### src/rtl/npe_pkg.sv
// Shared types and constants for the equirectangular nearest-point block.
`timescale 1ns / 1ps
package npe_pkg;

  // Field widths
  localparam int LON_W  = 29;
  localparam int LAT_W  = 28;
  localparam int POS_W  = 16;
  localparam int DIST_W = 26;
  localparam int SQ_W   = 48;
  localparam int COS_W  = 17;
  localparam int T_W    = 21;
  localparam int ROOT_W = 64;

  // Defaults for top-level parameters
  localparam int MAX_POINTS_DEF        = 65536;
  localparam int COS_TABLE_ENTRIES_DEF = 1024;
  localparam int QUEUE_DEPTH           = 2;

  // Arithmetic constants
  localparam logic [63:0]     HALF_PI_Q30 = 64'd1686629713;
  localparam logic [31:0]     DEG90_Q20   = 32'd94371840;
  localparam logic [T_W-1:0]  DIV45_MULT  = 21'd1491309;
  localparam int              DIV45_SHIFT = 26;
  localparam logic [24:0]     METRE_SCALE = 25'd28465901;
  localparam logic [SQ_W-1:0] SQ_MAX      = {SQ_W{1'b1}};
  localparam logic [DIST_W-1:0] DIST_MAX  = {DIST_W{1'b1}};
  localparam logic [63:0]     TAYLOR_DIV [1:10] = '{64'd2, 64'd12, 64'd30, 64'd56, 64'd90,
                                                    64'd132, 64'd182, 64'd240, 64'd306, 64'd380};

  // Configuration register indexes
  typedef enum logic [0:0] {
    CFG_REF_LON = 1'b0,
    CFG_REF_LAT = 1'b1
  } npe_cfg_idx_t;

  // One finished set handed from front to back
  typedef struct packed {
    logic [POS_W-1:0] best_pos;
    logic [SQ_W-1:0]  best_sq;
  } npe_set_t;

  // Back-end sequencer states
  typedef enum logic [2:0] {
    BK_IDLE,
    BK_ROOT,
    BK_SCALE,
    BK_ROUND,
    BK_OUT
  } npe_back_state_t;

endpackage

### src/rtl/npe_fifo.sv
// Short queue of finished sets between front and back.
`timescale 1ns / 1ps
module npe_fifo
  import npe_pkg::*;
(
  input  logic     clk,
  input  logic     rst_n,
  input  logic     push,
  input  npe_set_t push_data,
  input  logic     pop,
  output npe_set_t pop_data,
  output logic     full,
  output logic     empty
);

  localparam int PTR_W = $clog2(QUEUE_DEPTH);

  npe_set_t             mem_r [QUEUE_DEPTH];
  logic [PTR_W-1:0]     wr_ptr_r, wr_ptr_nxt;
  logic [PTR_W-1:0]     rd_ptr_r, rd_ptr_nxt;
  logic [PTR_W:0]       count_r, count_nxt;

  assign full     = (count_r == (PTR_W+1)'(QUEUE_DEPTH));
  assign empty    = (count_r == '0);
  assign pop_data = mem_r[rd_ptr_r];

  // Advance pointers, wrapping at the depth
  always_comb begin
    wr_ptr_nxt = wr_ptr_r;
    rd_ptr_nxt = rd_ptr_r;
    count_nxt  = count_r;
    if (push && !full) begin
      wr_ptr_nxt = (wr_ptr_r == PTR_W'(QUEUE_DEPTH-1)) ? '0 : wr_ptr_r + 1'b1;
    end
    if (pop && !empty) begin
      rd_ptr_nxt = (rd_ptr_r == PTR_W'(QUEUE_DEPTH-1)) ? '0 : rd_ptr_r + 1'b1;
    end
    if ((push && !full) && !(pop && !empty)) begin
      count_nxt = count_r + 1'b1;
    end else if (!(push && !full) && (pop && !empty)) begin
      count_nxt = count_r - 1'b1;
    end
  end

  always_ff @(posedge clk) begin
    if (!rst_n) begin
      wr_ptr_r <= '0;
      rd_ptr_r <= '0;
      count_r  <= '0;
    end else begin
      wr_ptr_r <= wr_ptr_nxt;
      rd_ptr_r <= rd_ptr_nxt;
      count_r  <= count_nxt;
    end
  end

  // Store entry
  always_ff @(posedge clk) begin
    if (push && !full) begin
      mem_r[wr_ptr_r] <= push_data;
    end
  end

endmodule

### config.mk
export PLATFORM = sky130hd
export DESIGN_NAME = npe_fifo
export DESIGN_NICKNAME = d
export VERILOG_FILES = /design/src/rtl/npe_pkg.sv /design/src/rtl/npe_fifo.sv
export SDC_FILE = /design/constraint.sdc
export NUM_CORES = 1
export LEC_CHECK = 0
export BUFFER_PORTS_ARGS = -buffer_cell sky130_fd_sc_hd__clkbuf_2
export CAP_MARGIN = 25
export CELL_PAD_IN_SITES_DETAIL_PLACEMENT = 1
export CELL_PAD_IN_SITES_GLOBAL_PLACEMENT = 1
export CORE_ASPECT_RATIO = 1.1
export CORE_MARGIN = 5
export CORE_UTILIZATION = 30
export CTS_BUF_LIST = sky130_fd_sc_hd__clkbuf_4
export DETAILED_ROUTE_END_ITERATION = 8
export PLACE_DENSITY_LB_ADDON = 0.25
export SLEW_MARGIN = 40
export SYNTH_ARGS = -nofsm -noshare
export SYNTH_HDL_FRONTEND = slang
export SYNTH_SLANG_ARGS = --single-unit
### constraint.sdc
create_clock -name clk -period 4.5 [get_ports clk]
set_input_delay 0.675 -clock clk [delete_from_list [all_inputs] [get_ports clk]]
set_output_delay 0.675 -clock clk [all_outputs]
set_load 0.005 [all_outputs]
==> impl_metrics.csv <==
group,metric,value,unit
detailed_routing,vias,2576,
setup_path,cp-end-kind,"output port",
clock_network,cts.sink_count,133,
min_path,min_to,"mem_r[0][23]",
clock_network,htree_levels,4,
yosys,yosys.cell_count.top_type,"edfxtp_1",
timing,setup_viol,0,
setup_path,worstSetupPathType,"reg2out",
grt,grt_max_degree,39,
clock_network,clock_latency,0.52,ns
floorplanning,die_w,131,um
timing,final.period_utilization,59.8,%
clock_network,clk_pin_slew_worst_paths,0.12,ns
floorplanning,dieArea,18900,um^2
setup_path,r2r_start,"count_r[0]",
clock_network,cts_buffer_depth,2,
grt,grt_use_total,11.5,%
yosys,synth-seq-cells,133,
yosys,yosysSeqAreaShare,81.0,%
layout,drive_gt1_share,60.7,%
timing,maxSlewViolCount,0,
yosys,ys_top_cells_by_area,"edfxtp_1, mux2_2, dfxtp_1",
timing,fmax,0.372,GHz
grt,grt_pass1_vias,2986,
power,p_per_area,542,nW/um^2
timing,finalHoldViolCount,0,
yosys,avgSynthCellArea,21.7,um^2
layout,nets,443,
setup_path,r2r-end,"mem_r[1][26]",
detailed_routing,drt_wl_total,10400,um
min_path,hold_start,"push_data[23]",
detailed_routing,drc,0,
layout,fin_util,38.9,%
yosys,yosysTopAreaCell,"edfxtp_1",
clock_network,cts_tree,"done",
floorplanning,core,15800,um^2
floorplanning,start_util,30.8,%
min_path,hold_depth,1,
detailed_routing,drtAntennaViolNets,0,
detailed_routing,drtPass1Iterations,4,
flow_run,maxCapViolCount,0,
yosys,synthTopCellsByCount,"edfxtp_1, mux2_2, buf_6",
yosys,synth.distinct_cells,21,
yosys,netlist_instances,224,
clock_network,root_buffer,"clkbuf_4",
power,p_leak,2.29,nW
timing,worst_pin_slew,0.555,ns
yosys,synth_top_area_share,78.9,%
power,p_total,3.33,mW
placed_design,place.gp.congestion,0.658,
placed_design,hpwl,7010,um
min_path,hold_class,"in2reg",
placed_design,port_buffers,133,
clock_network,ctsHoldBuffers,0,
detailed_routing,via_per_inst,4.38,
floorplanning,rows,48,
timing,setup_tns,0,ns
grt,grt-ovfl-total,0,
setup_path,worst-r2r-cell-count,4,
placed_design,placed_cell_area,5800,um^2
yosys,syn_nets,293,
yosys,synth_edf_count,128,
setup_path,cp_max_fo,33,
timing,finalCriticalPeriod,2.69,ns
setup_path,critPathRequiredTime,3.83,ns
setup_path,arrival,2.01,ns
timing,relSlewSlack,63.0,%
clock_network,cts.repair.resized,0,
timing,fin_worst_skew,0.00884,ns
grt,grt_pass1_wl,16200,um
layout,fillers,1621,
layout,fin_area,6140,um^2
yosys,async_flop_share,0,%
power,peakVddDrop,0.193,mV
setup_path,worst_setup_path_start_kind,"flip-flop",
floorplanning,die_h,144,um
grt,antenna_found_initial,2,
floorplanning,io_pins,134,
timing,grt_setup_unrepaired,"no",
setup_path,reg2reg_slack,2.72,ns
detailed_routing,wl_per_cell,17.7,um
status,status,"finished, final reports clean",
yosys,synthFlopType,"edfxtp_1",
layout,syn2layout_area_growth,26.1,%
yosys,synth_warnings,0,
clock_network,post_cts_buffers,0,
clock_network,numCtsBuffers,17,
detailed_routing,drt_iter0_markers,117,
yosys,syn_area,4870,um^2
-- critical path: stages (launching register included) --
cell      delay [ns]
dfxtp_4         0.69
buf_12          0.28
mux2_2          0.39
clkbuf_2        0.12
-- cell type report --
cell class              instances  area (um^2)  share of cell area, %
diodes                          1         2.50                 0.0407
clock buffers                  17          128                   2.08
clock inverters                15          210                   3.42
inverters                       2         7.51                  0.122
multi-input cells              82          858                   14.0
flip-flops and latches        133         3950                   64.2
well taps                     200          250                   4.07
repair buffers                138          741                   12.1
-- power breakdown --
| group | internal, mW | switching (mW) | total, mW |
|---|---|---|---|
| clock | 0.490 | 0.442 | 0.932 |
| combinational | 0.399 | 0.360 | 0.759 |
| sequential | 1.55 | 0.0866 | 1.64 |
| total | 2.44 | 0.888 | 3.33 |
-- flip-flops by register name (all words and copies together) (netlist names), named ones only --
name	count
wr_ptr_r	1
count_r	2
mem_r	128
rd_ptr_r	1
-- layout by cell type, fill, tap and decap left out, drive strengths merged --
cell type  count
bufinv         5
dfxtp          5
edfxtp       128
clkinvlp       4
inv            3
clkinv         5
ha             1
nor3           1
xor2           1
buf            5
nand2b         1
diode          1
o21ai          2
xnor2          2
o21a           1
and3           1
a21boi         2
mux2          64
and2           3
clkbuf       150
or3            1
nor2           2
-- cell families after synthesis --
logic type      after synthesis  share of synthesized area (%)
compound gates                5                          0.668
flops                       133                           81.0
mux                          64                           14.8
xor+xnor                      3                          0.540
buf+inv                       9                           1.64
fa+ha+maj                     1                          0.257
simple gates                  9                           1.13
-- routing by layer --
| metal | vias to the layer above | share of wire [%] | global-route usage [%] |
|---|---|---|---|
| li1 | 1186 | - | - |
| met1 | 1281 | 41 | 12.5 |
| met2 | 95 | 50 | 19.4 |
| met3 | 12 | 7.8 | 5.95 |
| met4 | 2 | 1.2 | 4.06 |
| met5 | - | 0.12 | 0 |
-- per-stage QoR --
stage,setup slack (ns),hold WS (ns),std cells
floorplan,0.761,0.483,224
global placement,2.27,0.497,552
detailed placement,2.32,0.531,555
CTS,1.67,0.242,587
global route,1.62,0.236,588
finish,1.81,0.329,588
-- how the worst max path moves through the flow --
stage | from | to | cells past startpoint
2_1_floorplan | push | mem_r[0][0] | 2
3_3_place_gp | flip-flop | pop_data[40] | 2
3_5_place_dp | flip-flop | pop_data[46] | 3
4_1_cts | flip-flop | pop_data[46] | 3
5_1_grt | flip-flop | pop_data[46] | 3
6_report | flip-flop | pop_data[40] | 3
Power figures use the tool's default switching activity.
