<file path="config.mk">
export PLATFORM = sky130hd
export DESIGN_NAME = npe_back
export DESIGN_NICKNAME = d
export VERILOG_FILES = /design/src/rtl/npe_pkg.sv /design/src/rtl/npe_back.sv
export SDC_FILE = /design/constraint.sdc
export NUM_CORES = 2
export LEC_CHECK = 0
export ABC_AREA = 1
export BUFFER_PORTS_ARGS = -buffer_cell sky130_fd_sc_hd__clkbuf_2
export CAP_MARGIN = 20
export CORE_MARGIN = 2
export CORE_UTILIZATION = 45
export CTS_BUF_LIST = sky130_fd_sc_hd__clkbuf_4 sky130_fd_sc_hd__clkbuf_8
export CTS_CLUSTER_DIAMETER = 150
export DETAILED_ROUTE_END_ITERATION = 6
export PLACE_DENSITY = 0.7
export SKIP_CTS_REPAIR_TIMING = 1
export SLEW_MARGIN = 20
export SYNTH_ARGS = -nofsm -noshare
export SYNTH_HDL_FRONTEND = slang
export SYNTH_SLANG_ARGS = --single-unit
</file>
<file path="constraint.sdc">
create_clock -name clk -period 6.5 [get_ports clk]
set_input_delay 0.975 -clock clk [delete_from_list [all_inputs] [get_ports clk]]
set_output_delay 0.975 -clock clk [all_outputs]
set_load 0.005 [all_outputs]
</file>
<file path="src/rtl/npe_pkg.sv">
// Shared types and constants for the equirectangular nearest-point block.
`timescale 1ns / 1ps
package npe_pkg;

  // Field widths
  localparam int LON_W  = 29;
  localparam int LAT_W  = 28;
  localparam int POS_W  = 16;
  localparam int DIST_W = 26;
  localparam int SQ_W   = 48;
  localparam int COS_W  = 17;
  localparam int T_W    = 21;
  localparam int ROOT_W = 64;

  // Defaults for top-level parameters
  localparam int MAX_POINTS_DEF        = 65536;
  localparam int COS_TABLE_ENTRIES_DEF = 1024;
  localparam int QUEUE_DEPTH           = 2;

  // Arithmetic constants
  localparam logic [63:0]     HALF_PI_Q30 = 64'd1686629713;
  localparam logic [31:0]     DEG90_Q20   = 32'd94371840;
  localparam logic [T_W-1:0]  DIV45_MULT  = 21'd1491309;
  localparam int              DIV45_SHIFT = 26;
  localparam logic [24:0]     METRE_SCALE = 25'd28465901;
  localparam logic [SQ_W-1:0] SQ_MAX      = {SQ_W{1'b1}};
  localparam logic [DIST_W-1:0] DIST_MAX  = {DIST_W{1'b1}};
  localparam logic [63:0]     TAYLOR_DIV [1:10] = '{64'd2, 64'd12, 64'd30, 64'd56, 64'd90,
                                                    64'd132, 64'd182, 64'd240, 64'd306, 64'd380};

  // Configuration register indexes
  typedef enum logic [0:0] {
    CFG_REF_LON = 1'b0,
    CFG_REF_LAT = 1'b1
  } npe_cfg_idx_t;

  // One finished set handed from front to back
  typedef struct packed {
    logic [POS_W-1:0] best_pos;
    logic [SQ_W-1:0]  best_sq;
  } npe_set_t;

  // Back-end sequencer states
  typedef enum logic [2:0] {
    BK_IDLE,
    BK_ROOT,
    BK_SCALE,
    BK_ROUND,
    BK_OUT
  } npe_back_state_t;

endpackage

</file>
<file path="src/rtl/npe_back.sv">
// Square root, metre scaling and output register for finished sets.
`timescale 1ns / 1ps
module npe_back
  import npe_pkg::*;
(
  input  logic              clk,
  input  logic              rst_n,
  input  logic              q_empty,
  input  npe_set_t          q_data,
  output logic              q_pop,
  output logic              out_vld,
  input  logic              out_rdy,
  output logic [POS_W-1:0]  out_pos,
  output logic [DIST_W-1:0] out_dist
);

  npe_back_state_t  state_r, state_nxt;
  logic [4:0]       step_r;
  logic [63:0]      rem_r;
  logic [ROOT_W-1:0] root_r;
  logic [56:0]      prod_r;
  logic [POS_W-1:0] pos_r;
  logic [DIST_W-1:0] dist_r;

  logic [63:0]      bit_val;
  logic [63:0]      trial;
  logic [57:0]      rounded;
  logic [26:0]      metres;

  assign bit_val = 64'd1 << (6'd62 - {step_r, 1'b0});
  assign trial   = root_r + bit_val;
  assign rounded = {1'b0, prod_r} + 58'(1 << 30);
  assign metres  = rounded[57:31];

  // Next state
  always_comb begin
    state_nxt = state_r;
    unique case (state_r)
      BK_IDLE:  if (!q_empty) state_nxt = BK_ROOT;
      BK_ROOT:  if (step_r == 5'd31) state_nxt = BK_SCALE;
      BK_SCALE: state_nxt = BK_ROUND;
      BK_ROUND: state_nxt = BK_OUT;
      BK_OUT:   if (out_rdy) state_nxt = BK_IDLE;
      default:  state_nxt = BK_IDLE;
    endcase
  end

  // Outputs
  always_comb begin
    q_pop   = 1'b0;
    out_vld = 1'b0;
    unique case (state_r)
      BK_IDLE:  q_pop = !q_empty;
      BK_OUT:   out_vld = 1'b1;
      default:  ;
    endcase
  end

  assign out_pos  = pos_r;
  assign out_dist = dist_r;

  always_ff @(posedge clk) begin
    if (!rst_n) begin
      state_r <= BK_IDLE;
    end else begin
      state_r <= state_nxt;
    end
  end

  // Restoring square root, one result bit a cycle, then scale and round
  always_ff @(posedge clk) begin
    unique case (state_r)
      BK_IDLE: begin
        rem_r  <= {q_data.best_sq, 16'd0};
        root_r <= '0;
        step_r <= '0;
        pos_r  <= q_data.best_pos;
      end
      BK_ROOT: begin
        if (rem_r >= trial) begin
          rem_r  <= rem_r - trial;
          root_r <= (root_r >> 1) + bit_val;
        end else begin
          root_r <= root_r >> 1;
        end
        step_r <= step_r + 1'b1;
      end
      BK_SCALE: prod_r <= 57'(root_r[31:0]) * 57'(METRE_SCALE);
      BK_ROUND: dist_r <= (metres > 27'(DIST_MAX)) ? DIST_MAX : DIST_W'(metres);
      BK_OUT:   ;
      default:  ;
    endcase
  end

endmodule
</file>
==> impl_metrics.py <==
metrics = {
    "synthesis": {
        "yosys_warnings": 0,
        "yosysTopAreaCell": "fa_1",
        "async_flop_share_pct": 0,
        "syn-cell-area_mm2": 0.03802,
        "syn_inst": 5573,
        "synth_area_leaders": "fa_1 (16%), edfxtp_1 (16%), nand2_1 (15%)",
        "synth_edf_count": 202,
        "synth_common_cells": "nand2_1 (1563), inv_1 (1215), nor2_1 (494), ha_1 (444), nand3_1 (332)",
        "synth_seq_cells": 205,
        "syn_avg_cell_area_um2": 6.821,
        "synth.distinct_cells": 54,
        "synth_fp_nets": 6397,
        "ys.flop_type": "edfxtp_1",
        "yosysSeqAreaShare_pct": 16.11,
        "synth_top_area_share_pct": 16.43,
        "yosysMostFrequentCell": "nand2_1",
    },
    "route": {
        "drc_errors": 0,
        "drtPass1Iterations": 7,
        "routed_via_density": 5.260,
        "met3_length_um": 9262,
        "top_layer": "met5",
        "wl_met1_um": 58860,
        "num_vias": 36590,
        "finalWirelength_um": 139700,
        "postRouteAntennaNets": 0,
        "wl_met2_um": 64340,
        "wl_per_cell_um": 20.08,
        "drt_iter0_markers": 3148,
    },
    "hold_path": {
        "min_from": "q_data[50]",
        "hold_path.class": "input port to flop",
        "hold_depth": 1,
        "holdPathEnd": "out_pos[2]",
    },
    "sta": {
        "hold_viol": 0,
        "finClkSkew_ps": 56.45,
        "layout_min_cycle_time_ps": 6253,
        "slew_viol_final": 0,
        "setup_violations": 0,
        "fmax_mhz": 159.9,
        "tightest_slew_ps": 904.8,
        "max-slew-margin-rel_pct": 39.68,
        "min_period_over_period_pct": 96.20,
        "setup_ws_ps": 247.2,
    },
    "critical_path": {
        "cp-end-kind": "flop",
        "r2r_setup_slack_ps": 250,
        "cp-start-kind": "flop",
        "reg2reg_to": "prod_r[46]",
        "rr_startpoint": "root_r[20]",
        "required_ps": 6960,
        "crit_type": "flop to flop",
        "arrival_ps": 6710,
        "cp_max_fo": 4,
        "rr_worst_depth": 24,
    },
    "die": {
        "rows": 106,
        "start_util_pct": 45.43,
        "fp.dieH_um": 294.7,
        "core_mm2": 0.08369,
        "die_area_mm2": 0.08682,
        "die_x_um": 294.7,
        "num_io_pins": 112,
    },
    "global_route": {
        "grt_start_max_net_pins": 64,
        "first_global_vias": 34820,
        "antenna_found_initial": 3,
        "grt_pass1_wl_um": 209000,
        "gr-usage-all-layers_pct": 31.96,
        "overflow": 0,
    },
    "place": {
        "dp_hpwl_um": 119800,
        "pre_cts_slack_ps": 76.90,
        "gp_congestion": 1.026,
        "port_buffers": 111,
    },
    "layout": {
        "final_nets": 6610,
        "fill_cells": 8619,
        "seq_area_mm2": 0.006126,
        "multi_input_area_mm2": 0.02703,
        "area_growth_syn_to_layout_pct": 9.479,
        "drive_gt1_share_pct": 6.047,
    },
    "run": {
        "maxCapViolations": 0,
    },
    "clocking": {
        "cts_tree": "built",
        "cts.clk_slew.worst_paths_ps": 60,
        "cts_buffer_depth": 3,
        "htreeDepth": 2,
        "clockRootBuffer": "clkbuf_8",
        "insertion_delay_ps": 720,
        "cts.sinks": 205,
        "cts_buffers": 45,
    },
    "status": {
        "status": "completed",
    },
}
state kept, by name, summed over array words and instances (netlist names):
name and count:
rem_r 64, root_r 64, prod_r 27, out_dist 26, out_pos 16, step_r 5
state_r 3
worst max-delay path, cell delays in order, from the launching register on:
cell and delay [ps]:
edfxtp_1 450, buf_4 180, ha_1 390, fa_1 510
fa_1 580, inv_1 70, fa_1 550, inv_1 70
fa_1 480, fa_1 480, inv_1 50, fa_1 480
inv_1 40, ha_1 300, a21oi_1 250, inv_1 70
nor2_1 140, o21ai_0 90, buf_4 160, a21oi_1 110
nand2_1 230, nand2_1 160, nand2_1 60, nand2_1 50
nand2_1 50
logic make-up (layout without fill, tap and decap cells):
family                   after synthesis  in the layout  synth area share (%)
AND/OR/NAND/NOR                     2602           2602                 28.13
buffers and inverters               1290           1538                 12.90
adder cells (fa/ha/maj)              756            756                 31.04
AO/OA/AOI/OAI                        547            547                 7.827
flip-flops                           205            205                 16.11
XOR/XNOR                             173            173                 3.986
other                                  0              1                     0
cell type report:
cell class,instances,area share [%]
diodes,1,0.006013
clock buffers,62,1.825
clock inverters,20,0.3788
inverters,1223,11.03
multi-input cells,4078,64.95
flip-flops and latches,205,14.72
well taps,1134,3.409
repair buffers,233,3.686
layer usage:
| layer | vias to the layer above | track usage [%] |
|---|---|---|
| li1 | 17830 | - |
| met1 | 17120 | 41.45 |
| met2 | 1325 | 52.81 |
| met3 | 310 | 4.381 |
| met4 | 4 | 14.61 |
| met5 | - | 0 |
how the worst max path moves through the flow:
stage | from | endpoint | slack, ps | cells after the start
floorplan | state_r[2] | rem_r[0] | 110 | 6
global placement | root_r[25] | prod_r[47] | 60 | 19
detailed placement | root_r[24] | prod_r[47] | 80 | 19
CTS | root_r[21] | prod_r[47] | 100 | 20
global route | root_r[20] | prod_r[46] | -4 | 24
finish | root_r[20] | prod_r[46] | 250 | 24
placed cells by master (no fill, tap or decap), drive strengths merged, types with 4 or more instances in the layout:
cell type and instances:
nor2 497, or2 5, xor2 130, o21a 13
nor3 85, edfxtp 202, o21ai 185, clkbuf 173
fa 312, nand3 334, and2 11, nand2 1568
a21oi 273, a21o 19, a31oi 9, a21boi 4
buf 122, xnor2 43, nand3b 33, clkinvlp 4
and3 5, nand4 49, o21bai 33, inv 1222
ha 444, nor4 12, clkinv 15
stage by stage:
step                instances  hold WS (ps)  TNS, ps  cell area, um2  util, %
global route             6956         436.6   -4.137           41620    49.73
floorplan                5573         546.6        0           38020        -
global placement         6851         590.9        0           40520    48.42
finish                   6956         475.6        0           41620    49.73
detailed placement       6851         592.5        0           40520    48.42
CTS                      6933         427.3        0           41430    49.51
Power is not shown: default switching activity piles up to over one toggle a cycle in this logic, so the estimate is an artifact.
